===== src/design/assert_macros.svh =====
// assertion macros shared by the design files
`ifndef ASSERT_MACROS_SVH
`define ASSERT_MACROS_SVH

// same-cycle implication, disabled in reset
`define RBS_ASSERT_NOW(label, clk, rst_n, ante, cons) \
  label: assert property (@(posedge clk) disable iff (!rst_n) (ante) |-> (cons)) \
    else $error("rbs assertion failed");

// next-cycle implication, disabled in reset
`define RBS_ASSERT_NEXT(label, clk, rst_n, ante, cons) \
  label: assert property (@(posedge clk) disable iff (!rst_n) (ante) |=> (cons)) \
    else $error("rbs assertion failed");

`endif


===== src/design/rbs_pkg.sv =====
// types and constants of the refresh backoff scheduler
package rbs_pkg;

  localparam int REG_W               = 17;
  localparam int CNT_W               = 10;
  localparam int NOW_W               = 32;
  localparam int CFG_IDX_W           = 3;
  localparam int TIME_BITS_DEF       = 32;
  localparam int FAILURE_LIMIT_DEF   = 1000;
  localparam int BACKOFF_SHIFT_LIMIT = 8;
  localparam int IN_TDATA_W          = 40;
  localparam int IN_TUSER_W          = 2;
  localparam int OUT_TDATA_W         = 32;

  localparam logic [CFG_IDX_W-1:0] CFG_MIN_GAP    = 3'd0;
  localparam logic [CFG_IDX_W-1:0] CFG_INTERVAL   = 3'd1;
  localparam logic [CFG_IDX_W-1:0] CFG_STALE      = 3'd2;
  localparam logic [CFG_IDX_W-1:0] CFG_RETRY_BASE = 3'd3;
  localparam logic [CFG_IDX_W-1:0] CFG_RETRY_MAX  = 3'd4;

  localparam logic [REG_W-1:0] MIN_GAP_RST    = 17'd60;
  localparam logic [REG_W-1:0] INTERVAL_RST   = 17'd3600;
  localparam logic [REG_W-1:0] STALE_RST      = 17'd1800;
  localparam logic [REG_W-1:0] RETRY_BASE_RST = 17'd60;
  localparam logic [REG_W-1:0] RETRY_MAX_RST  = 17'd1800;

  typedef enum logic [1:0] {
    REQ_NONE    = 2'd0,
    REQ_ATTEMPT = 2'd1,
    REQ_SUCCESS = 2'd2,
    REQ_FAILURE = 2'd3
  } req_type_t;

  typedef struct packed {
    logic [REG_W-1:0] min_request_gap;
    logic [REG_W-1:0] refresh_interval;
    logic [REG_W-1:0] stale_on_launch;
    logic [REG_W-1:0] retry_base_delay;
    logic [REG_W-1:0] retry_max_delay;
  } rbs_cfg_t;

  typedef struct packed {
    logic             should_request;
    logic             should_request_on_launch;
    logic [REG_W-1:0] retry_delay;
    logic [CNT_W-1:0] failure_count;
  } rbs_res_t;

endpackage


===== src/design/rbs_cfg_regs.sv =====
// configuration register file
module rbs_cfg_regs (
  input  logic                          clk,
  input  logic                          rst_n,
  input  logic                          cfg_valid,
  output logic                          cfg_ready,
  input  logic [rbs_pkg::CFG_IDX_W-1:0] cfg_index,
  input  logic [rbs_pkg::REG_W-1:0]     cfg_data,
  output rbs_pkg::rbs_cfg_t             cfg
);
  import rbs_pkg::*;

  rbs_cfg_t cfg_r;

  assign cfg_ready = 1'b1;
  assign cfg       = cfg_r;

  always_ff @(posedge clk) begin
    if (!rst_n) begin
      cfg_r.min_request_gap  <= MIN_GAP_RST;
      cfg_r.refresh_interval <= INTERVAL_RST;
      cfg_r.stale_on_launch  <= STALE_RST;
      cfg_r.retry_base_delay <= RETRY_BASE_RST;
      cfg_r.retry_max_delay  <= RETRY_MAX_RST;
    end else if (cfg_valid) begin
      unique case (cfg_index)
        CFG_MIN_GAP:    cfg_r.min_request_gap  <= cfg_data;
        CFG_INTERVAL:   cfg_r.refresh_interval <= cfg_data;
        CFG_STALE:      cfg_r.stale_on_launch  <= cfg_data;
        CFG_RETRY_BASE: cfg_r.retry_base_delay <= cfg_data;
        CFG_RETRY_MAX:  cfg_r.retry_max_delay  <= cfg_data;
        default: ;
      endcase
    end
  end

endmodule


===== src/design/rbs_eval.sv =====
// scheduler state and the per-item decision logic
module rbs_eval #(
  parameter int TIME_BITS     = rbs_pkg::TIME_BITS_DEF,
  parameter int FAILURE_LIMIT = rbs_pkg::FAILURE_LIMIT_DEF
) (
  input  logic                      clk,
  input  logic                      rst_n,
  input  rbs_pkg::rbs_cfg_t         cfg,
  input  logic                      fire,
  input  rbs_pkg::req_type_t        req_type,
  input  logic [rbs_pkg::NOW_W-1:0] now,
  input  logic                      link_connected,
  output rbs_pkg::rbs_res_t         res
);
  import rbs_pkg::*;

  `include "assert_macros.svh"

  localparam int EW = (TIME_BITS > REG_W) ? TIME_BITS : REG_W;
  localparam int SH_W = REG_W + BACKOFF_SHIFT_LIMIT - 1;

  logic [TIME_BITS-1:0] last_attempt_r, last_attempt_nxt;
  logic [TIME_BITS-1:0] last_success_r, last_success_nxt;
  logic [CNT_W-1:0]     fail_cnt_r, fail_cnt_nxt;

  logic [TIME_BITS-1:0] now_w;
  logic [3:0]           cnt_m1;
  logic [SH_W-1:0]      shifted;
  logic [REG_W-1:0]     delay;
  logic                 gap_ok;
  logic                 due;
  logic                 due_launch;

  function automatic logic elapsed(input logic [TIME_BITS-1:0] now_v,
                                   input logic [TIME_BITS-1:0] since_v,
                                   input logic [REG_W-1:0]     secs);
    logic [EW-1:0] diff;
    diff = EW'(now_v - since_v);
    return (since_v == '0) || (now_v < since_v) || (diff >= EW'(secs));
  endfunction

  assign now_w   = TIME_BITS'(now);
  assign cnt_m1  = fail_cnt_r[3:0] - 4'd1;
  assign shifted = SH_W'(cfg.retry_base_delay) << cnt_m1[2:0];

  // backoff delay for the current failure count
  always_comb begin
    if (fail_cnt_r == '0) begin
      delay = cfg.retry_base_delay;
    end else if (fail_cnt_r > CNT_W'(BACKOFF_SHIFT_LIMIT)) begin
      delay = cfg.retry_max_delay;
    end else if (shifted > SH_W'(cfg.retry_max_delay)) begin
      delay = cfg.retry_max_delay;
    end else begin
      delay = shifted[REG_W-1:0];
    end
  end

  always_comb begin
    gap_ok = elapsed(now_w, last_attempt_r, cfg.min_request_gap);
    if (!gap_ok) begin
      due = 1'b0;
    end else if (fail_cnt_r != '0) begin
      due = elapsed(now_w, last_attempt_r, delay);
    end else begin
      due = elapsed(now_w, last_success_r, cfg.refresh_interval);
    end
    due_launch = gap_ok && elapsed(now_w, last_success_r, cfg.stale_on_launch);
  end

  assign res.should_request           = link_connected && due;
  assign res.should_request_on_launch = link_connected && due_launch;
  assign res.retry_delay              = delay;
  assign res.failure_count            = fail_cnt_r;

  always_comb begin
    last_attempt_nxt = last_attempt_r;
    last_success_nxt = last_success_r;
    fail_cnt_nxt     = fail_cnt_r;
    unique case (req_type)
      REQ_NONE: ;
      REQ_ATTEMPT: last_attempt_nxt = now_w;
      REQ_SUCCESS: begin
        last_success_nxt = now_w;
        fail_cnt_nxt     = '0;
      end
      REQ_FAILURE: begin
        last_attempt_nxt = now_w;
        if (fail_cnt_r < CNT_W'(FAILURE_LIMIT)) begin
          fail_cnt_nxt = fail_cnt_r + 1'b1;
        end
      end
      default: ;
    endcase
  end

  always_ff @(posedge clk) begin
    if (!rst_n) begin
      last_attempt_r <= '0;
      last_success_r <= '0;
      fail_cnt_r     <= '0;
    end else if (fire) begin
      last_attempt_r <= last_attempt_nxt;
      last_success_r <= last_success_nxt;
      fail_cnt_r     <= fail_cnt_nxt;
    end
  end

  `RBS_ASSERT_NOW(a_cnt_limit, clk, rst_n, 1'b1, fail_cnt_r <= CNT_W'(FAILURE_LIMIT))
  `RBS_ASSERT_NEXT(a_success_clears, clk, rst_n, fire && req_type == REQ_SUCCESS, fail_cnt_r == '0)
  `RBS_ASSERT_NOW(a_delay_capped, clk, rst_n, fail_cnt_r != '0, delay <= cfg.retry_max_delay)

endmodule


===== src/design/refresh_backoff_scheduler_core.sv =====
// refresh backoff scheduler top level with input and result registers
// An item enters the input register when accepted; once the result register is
// free, the decision is worked out from the scheduler state in one pass and
// written to the result register, while the item's event updates the state at
// the same edge. One item is taken every clock while the result side keeps
// up. Configuration writes are taken at any time with cfg_ready held high and
// act from the next cycle.
module refresh_backoff_scheduler_core #(
  parameter int TIME_BITS     = rbs_pkg::TIME_BITS_DEF,
  parameter int FAILURE_LIMIT = rbs_pkg::FAILURE_LIMIT_DEF
) (
  input  logic                            clk,
  input  logic                            rst_n,
  input  logic                            in_tvalid,
  output logic                            in_tready,
  // now [31:0], link_connected [32], zero [39:33]
  input  logic [rbs_pkg::IN_TDATA_W-1:0]  in_tdata,
  // req_type [1:0]
  input  logic [rbs_pkg::IN_TUSER_W-1:0]  in_tuser,
  output logic                            out_tvalid,
  input  logic                            out_tready,
  // should_request [0], should_request_on_launch [1], retry_delay [18:2],
  // failure_count [28:19], zero [31:29]
  output logic [rbs_pkg::OUT_TDATA_W-1:0] out_tdata,
  input  logic                            cfg_valid,
  output logic                            cfg_ready,
  input  logic [rbs_pkg::CFG_IDX_W-1:0]   cfg_index,
  input  logic [rbs_pkg::REG_W-1:0]       cfg_data
);
  import rbs_pkg::*;

  `include "assert_macros.svh"

  localparam int RES_W = REG_W + CNT_W + 2;

  rbs_cfg_t           cfg;
  rbs_res_t           res;
  logic               s1_vld_r;
  req_type_t          s1_type_r;
  logic [NOW_W-1:0]   s1_now_r;
  logic               s1_link_r;
  logic               out_vld_r;
  logic [RES_W-1:0]   out_res_r;
  logic               out_free;
  logic               s1_move;
  logic               in_take;

  assign out_free  = !out_vld_r || out_tready;
  assign s1_move   = s1_vld_r && out_free;
  assign in_tready = !s1_vld_r || out_free;
  assign in_take   = in_tvalid && in_tready;

  rbs_cfg_regs u_cfg (
    .clk       (clk),
    .rst_n     (rst_n),
    .cfg_valid (cfg_valid),
    .cfg_ready (cfg_ready),
    .cfg_index (cfg_index),
    .cfg_data  (cfg_data),
    .cfg       (cfg)
  );

  rbs_eval #(
    .TIME_BITS     (TIME_BITS),
    .FAILURE_LIMIT (FAILURE_LIMIT)
  ) u_eval (
    .clk            (clk),
    .rst_n          (rst_n),
    .cfg            (cfg),
    .fire           (s1_move),
    .req_type       (s1_type_r),
    .now            (s1_now_r),
    .link_connected (s1_link_r),
    .res            (res)
  );

  always_ff @(posedge clk) begin
    if (!rst_n) begin
      s1_vld_r  <= 1'b0;
      out_vld_r <= 1'b0;
    end else begin
      if (in_take) begin
        s1_vld_r <= 1'b1;
      end else if (s1_move) begin
        s1_vld_r <= 1'b0;
      end
      if (s1_move) begin
        out_vld_r <= 1'b1;
      end else if (out_tready) begin
        out_vld_r <= 1'b0;
      end
    end
  end

  always_ff @(posedge clk) begin
    if (in_take) begin
      s1_type_r <= req_type_t'(in_tuser[1:0]);
      s1_now_r  <= in_tdata[NOW_W-1:0];
      s1_link_r <= in_tdata[NOW_W];
    end
    if (s1_move) begin
      out_res_r <= {res.failure_count, res.retry_delay,
                    res.should_request_on_launch, res.should_request};
    end
  end

  assign out_tvalid = out_vld_r;
  assign out_tdata  = {(OUT_TDATA_W - RES_W)'(0), out_res_r};

  `RBS_ASSERT_NOW(a_stall_blocks_in, clk, rst_n, s1_vld_r && out_vld_r && !out_tready, !in_tready)
  `RBS_ASSERT_NEXT(a_take_fills_s1, clk, rst_n, in_take, s1_vld_r)
  `RBS_ASSERT_NEXT(a_move_fills_out, clk, rst_n, s1_move, out_vld_r)

endmodule

===== config.mk =====
export PLATFORM = sky130hd
export DESIGN_NAME = refresh_backoff_scheduler_core
export DESIGN_NICKNAME = d
export VERILOG_FILES = /design/src/design/rbs_pkg.sv /design/src/design/rbs_cfg_regs.sv /design/src/design/rbs_eval.sv /design/src/design/refresh_backoff_scheduler_core.sv
export VERILOG_INCLUDE_DIRS = /design/src /design/src/design
export SDC_FILE = /design/constraint.sdc
export NUM_CORES = 1
export LEC_CHECK = 0
export ABC_AREA = 1
export BUFFER_PORTS_ARGS = -buffer_cell sky130_fd_sc_hd__buf_4
export CORE_ASPECT_RATIO = 0.8
export CORE_MARGIN = 5
export CORE_UTILIZATION = 29
export DETAILED_ROUTE_END_ITERATION = 8
export HOLD_SLACK_MARGIN = 0.02
export PLACE_DENSITY_LB_ADDON = 0.2
export SYNTH_ARGS = -nofsm -noshare
export SYNTH_HDL_FRONTEND = slang
export SYNTH_SLANG_ARGS = --single-unit

===== constraint.sdc =====
create_clock -name clk -period 8 [get_ports clk]
set_input_delay 0.8 -clock clk [delete_from_list [all_inputs] [get_ports clk]]
set_output_delay 0.8 -clock clk [all_outputs]
set_load 0.03 [all_outputs]

### Yosys cells after proc, flatten, opt, wreduce, memory -nomap -nowiden

Index checks and enable logic that the tools add are counted.
Widths: inputs -> output; s select.

| operators by class | value |
|---|---|
| reduce and logical (&&, ||, !) cells | 32 |
| mux-type cells | 11 |
| order comparisons | 9 |
| shift-type cells | 1 |
| add/sub/neg operators | 4 |
| equal/unequal tests | 8 |

Operator list:

| kind | number |
|---|---|
| $ge 32x17->1 | 4 |
| $logic_not 32->1 | 2 |
| $lt 32x32->1 | 2 |
| $sub 32x32->32 | 2 |
| $mux 17 | 3 |
| $gt 24x17->1 | 1 |
| $shl 17x3->24 | 1 |
| $pmux 10 s2 | 1 |
| $reduce_and 2->1 | 7 |
| $add 10x1->10 const B | 1 |
| $gt 10x4->1 const B | 1 |
| $logic_not 10->1 | 1 |
| $lt 10x10->1 const B | 1 |
| $mux 10 | 1 |
| $reduce_bool 10->1 | 1 |
| $logic_or 1x1->1 | 8 |
| $eq 3x2->1 const B | 2 |
| $mux 1 | 6 |
| $reduce_bool 2->1 | 3 |
| $logic_and 1x1->1 | 5 |
| $eq 2x2->1 const B | 2 |
| $eq 3x1->1 const B | 1 |
| $eq 3x3->1 const B | 1 |
| $logic_not 3->1 | 1 |
| 6 further kinds | 7 |

| word-level totals | value |
|---|---|
| output and inout port bits | 35 |
| word-level logic and storage cells | 79 |
| register bits | 225 |
| input bits | 67 |

### Logic depth before layout (Yosys ltp)

| depth | value |
|---|---|
| depth after elaboration | 11 |
| mapped depth | 42 |
| depth with buffers taken out | 38 |

### Hierarchy

Synthesis repeated with hierarchy kept, for this count alone.

| second synthesis, totals | value |
|---|---|
| cells, all modules | 2619 |
| area, all modules | 16771.1 sq um |

Modules (own cells, without submodules):

| module | seq. area each (sq um) | area each (sq um) | instances | cells an instance |
|---|---|---|---|---|
| rbs_eval | 1481.4 | 11318.4 | 1 | 2062 |
| rbs_cfg_regs | 1701.6 | 3409.5 | 1 | 476 |
| refresh_backoff_scheduler_core | 1961.9 | 2043.2 | 1 | 81 |

### Worst setup path after synthesis

No wires, ideal clock.

| timing path | value |
|---|---|
| kind | reg-to-reg |
| from | register u_eval.fail_cnt_r[0] |
| to | register out_res_r[0] (data pin) |
| period minus slack after synthesis | 4787 ps |
| slack | 3213 ps |
| stages on the path, launching flop included | 39 |
| library setup time | 252 ps |
| arrival | 4535 ps |
| data required time | 7748 ps |
| path buffers | 4 |
| path through | dfxtp_1 -> inv_1 -> buf_2 -> ha_1 -> inv_2 -> buf_2 -> buf_1 -> mux2i_1 -> nand2_1 -> nand2_1 -> inv_1 -> ha_1 -> nand2_1 -> inv_1 -> o21ai_0 -> nand2_1 -> a41oi_1 -> nand2_1 -> (+3 left out) -> clkbuf_1 -> nand3_1 -> nand3_1 -> nand2_2 -> inv_2 -> ha_1 -> a21oi_1 -> nor2_1 -> a211oi_1 -> nand3_1 -> nand2_1 -> nand2_1 -> nand2_1 -> nand3_1 -> nor2_1 -> nand3_1 -> nand2_1 -> nor2_1 |

RTL lines:

| what | line | text |
|---|---|---|
| start, declared | rbs_eval.sv:24 | `logic [CNT_W-1:0] fail_cnt_r, fail_cnt_nxt;` |
| start signal, assigned | rbs_eval.sv:105 | `fail_cnt_r <= fail_cnt_nxt;` |
| end signal, assigned | refresh_backoff_scheduler_core.sv:102 | `out_res_r <= {res.failure_count, res.retry_delay,` |
| end, declared | refresh_backoff_scheduler_core.sv:43 | `logic [RES_W-1:0] out_res_r;` |

==> results.md <==
- After synthesis, the share of flip-flops with an asynchronous set or reset is 0%.
- The first TritonRoute pass finished after 5 iterations.
- The number of cell rows is 77.
- The floorplan step defined a die boundary enclosing 0.0611 mm2.
- Dividing total power by cell area gives a power density of 187 mW/mm2.
- The class of the tightest hold or removal check is in -> reg.
- The reported max-cap violation count is 0.
- For the pin with the worst max-slew slack, the measured transition is 0.974 ns.
- The type of origin of the critical path is a flip-flop.
- Net switching is 35.1% of the power.
- Averaged over all synthesized cells, the footprint is 6.59 um2.
- The netlist area before placement is 0.0163 mm2.
- The number of buffers created by CTS is 27.
- Setup repair after global routing left no endpoint under its margin.
- Along the worst path, the maximum fanout reaches 18.
- The combinational fraction of design power is 29.4%.
- nand2_1 is the most common cell in the netlist.
- The multi-input combinational cells in the finished layout cover a total of 0.00906 mm2.
- The proportion of layout cells with a drive suffix above 1 is 6.59%.
- The effective utilization at floorplan is 29.4%.
- The number of synthesized flops with an enable pin is 64.
- The global placer's final weighted congestion is 0.898.
- The clock edge transition at the registers on the reported setup and hold paths is 0.06 ns.
- STA classifies the critical path endpoint as a flip-flop.
- Together, buffers and inverters on the worst path number 5.
- Summed over all instances, the cell type with the most area after synthesis is dfxtp_1.
- By area the synthesized netlist is led by dfxtp_1 (20%), nand2_1 (16%), edfxtp_1 (12%), ha_1 (12%), inv_1 (11%).
- In this run, the number of DRC markers left after iteration 0 of detailed routing was 986.
- The final hold violation count came to 0.
- The sequential power share is 36.5%.
- The run finished with clean final reports.
- For this run, the number of Yosys warnings is 0.
- The maximum buffer depth of the clock tree is 3.
- The portion of total power attributed to the clock network is 34.1%.
- For this design, the slowest cell found on the critical path is xnor2_2.
- The cell sitting at the root of the clock tree is a clkbuf_16.
- For this design, the CTS-stage hold fixing added 0 buffers.
- The half-perimeter wire length after placement is 41300 um.
- The remaining number of nets flagged by the antenna check after routing is 0.
- Once placement finished, the instance area stood at 0.0177 mm2.
- Counting the fill cells in the layout gives 6020.
- In the synthesized netlist the dominant register cell turns out to be dfxtp_1.
- The number of storage elements in the synthesis netlist is 225.
- The wire length of the first global-routing pass is 78600 um.
- The area taken by flip-flops and latches is 0.00514 mm2.
- In this run, distinct cell masters in the synthesized netlist total 50.
- Entering global routing, the biggest net connects 87 pins.
- The CTS H-tree depth is 1.
- Across every metal layer, demand over resource in global routing totals 16.1%.
- The worst setup path is of the reg -> reg kind.
- The count of vias placed by the detailed router is 15500.
- After clock tree synthesis, the repair step resized 0 gates.
- The number of global-route vias before repair is 14200.
- The number of standard cells after synthesis is 2473.
- The share of the Yosys chip area taken by registers is 31.6%.
- After detailed routing, the average wire length per cell comes to 15.3 um.
- The internal power component is 0.00225 W.
- STA puts the critical path data required time at 8.32 ns.
- The clock reaches the later pin of the worst-skew pair after 0.57 ns.
- The horizontal die dimension is 275 um.
- The top cell family by delay on the critical path is simple AND/OR/NAND/NOR gates.
- In this run the count of I/O pins placed on the die edge is 102.
- Among the stages of the critical path, the cell type that occurs most often is nand2_1.
- The area fraction of the dominant cell type after synthesis is 19.8%.
- During placement, the flow inserted port buffers numbering 90.
- The clock tree from TritonCTS is yes.
- The total count of max-transition violations in the final report is 0.
- Once layout is complete, the utilization of the core stands at 33.5%.
- For this design, the sink count on the clock tree is 225.
- The switching power total is 0.00121 W.
- The initial antenna violation count is 4.
- The number of buffers inserted to repair setup after CTS is 0.
- Timing would allow up to 0.163 GHz.
- The final clock skew is 0.0164 ns.
- The final clock period utilization by the worst path is 76.5%.
- The shortest clock period the worst path allows after layout is 6.12 ns.
- The finished cells cover 0.0185 mm2.
- The setup TNS is 0 ns.
- The aggregate routed wire length is 50800 um.
- The standard cell core area is 0.0554 mm2.
- The die extent in y is 222 um.
- After synthesis, the most frequently instantiated cells are nand2_1 (712), inv_1 (474), a21oi_1 (209).
- The signed area change from the synthesized netlist to the final layout is 13.7%.
- At the worst endpoint, the arrival time is 6.45 ns.
- Using the TritonRoute via totals, the vias-per-cell ratio works out to 4.68.
- The repair_antennas step left the layout with diodes totalling 0.
- For this run, design rule violations remaining after detail routing come to 0.
- The count of endpoints failing setup in the final report is 0.
- The leakage power summed over all cells is 9.15 nW.
- The worst-case IR drop observed on VDD is 106 uV.
- After the last flow step, the layout net total stands at 2764.
- In this run the tightest slew margin relative to its limit is 34.9%.
- Global routing finished with a remaining overflow of 0.
- The delay of the slowest critical-path stage is 0.65 ns.
[final timing paths]
check,to,slack [ns],startpoint,cells past startpoint
min,s1_type_r[0],0.41,in_tuser[0],1
min reg2reg,out_res_r[28],0.45,u_eval.fail_cnt_r[9],0
max,out_res_r[0],1.88,u_eval.fail_cnt_r[0],34
max reg2reg,out_res_r[0],1.88,u_eval.fail_cnt_r[0],34
[area by class of cell]
| class | count | area share (%) |
|---|---|---|
| well taps | 750 | 5.06 |
| multi-input cells | 1707 | 48.9 |
| clock buffers | 37 | 3.96 |
| repair buffers | 95 | 3.85 |
| clock inverters | 12 | 0.587 |
| inverters | 487 | 9.86 |
| flip-flops and latches | 225 | 27.8 |
[worst register-to-register path: cells and delay by family (launching register included)]
kind	cells	cell delay, ns
xor gates and xnor gates	1	0.65
adders and majority gates	3	0.88
AOI/OAI and AO/OA	5	0.99
buffers and inverters	5	0.84
DFF	1	0.32
and+or+nand+nor	20	2.18
[routing by layer]
metal	track usage [%]	share of wire (%)	wire length [um]
met5	0	0	0
met2	24.9	42	21600
met3	2.30	5.3	2700
met1	23.9	50	25500
met4	3.33	2.0	1020
[per-stage QoR]
stage | total power [W] | worst slack, ns | std cells | hold slack, ns
global route | 0.00370 | 1.15 | 3313 | 0.377
detailed placement | 0.00230 | 1.98 | 3264 | 0.431
floorplan | 0.00200 | 3.21 | 2475 | 0.408
CTS | 0.00350 | 1.94 | 3313 | 0.378
finish | 0.00346 | 1.88 | 3313 | 0.409
global placement | 0.00229 | 2.02 | 3264 | 0.422
[cells by family (layout without fill, tap and decap cells)]
kind of cell             count (synthesis)  in the layout  share of synthesized area (%)
AO/OA/AOI/OAI                          425            425                           13.8
XOR/XNOR                                31             31                           1.71
adder cells (fa/ha/maj)                154            154                           11.9
buffers and inverters                  543            631                           12.9
flip-flops                             225            225                           31.6
multiplexers                             5              5                          0.307
other                                    2              4                         0.0461
AND/OR/NAND/NOR                       1088           1088                           27.7
[placed cells by master (no fill, tap or decap), types with 18 or more instances in the layout]
cell,synthesis,final
nand2_1,712,711
inv_1,474,473
a21oi_1,209,209
o21ai_0,170,170
dfxtp_1,161,161
ha_1,152,152
nor2_1,144,144
nand3_1,116,116
buf_4,4,95
edfxtp_1,64,64
nand4_1,33,33
xor2_1,30,30
nor3_1,30,30
clkbuf_16,0,28
o211ai_1,18,18
[registers in the layout, summed over array words and instances (netlist names)]
| register | cells |
|---|---|
| u_cfg.cfg | 85 |
| s1_now_r | 32 |
| u_eval.last_attempt_r | 32 |
| u_eval.last_success_r | 32 |
| out_res_r | 29 |
| u_eval.fail_cnt_r | 10 |
| s1_type_r | 2 |
| out_tvalid | 1 |
| s1_link_r | 1 |
| s1_vld_r | 1 |
[power by group through the flow]
| stage | combinational, W | clock, W | sequential (W) |
|---|---|---|---|
| 2_1_floorplan | 0.000716 | 0 | 0.00129 |
| 3_3_place_gp | 0.00100 | 0 | 0.00129 |
| 3_5_place_dp | 0.00102 | 0 | 0.00129 |
| 4_1_cts | 0.00102 | 0.00122 | 0.00126 |
| 5_1_grt | 0.00117 | 0.00127 | 0.00127 |
| 6_report | 0.00102 | 0.00118 | 0.00126 |
(Power assumes the default switching activity.)
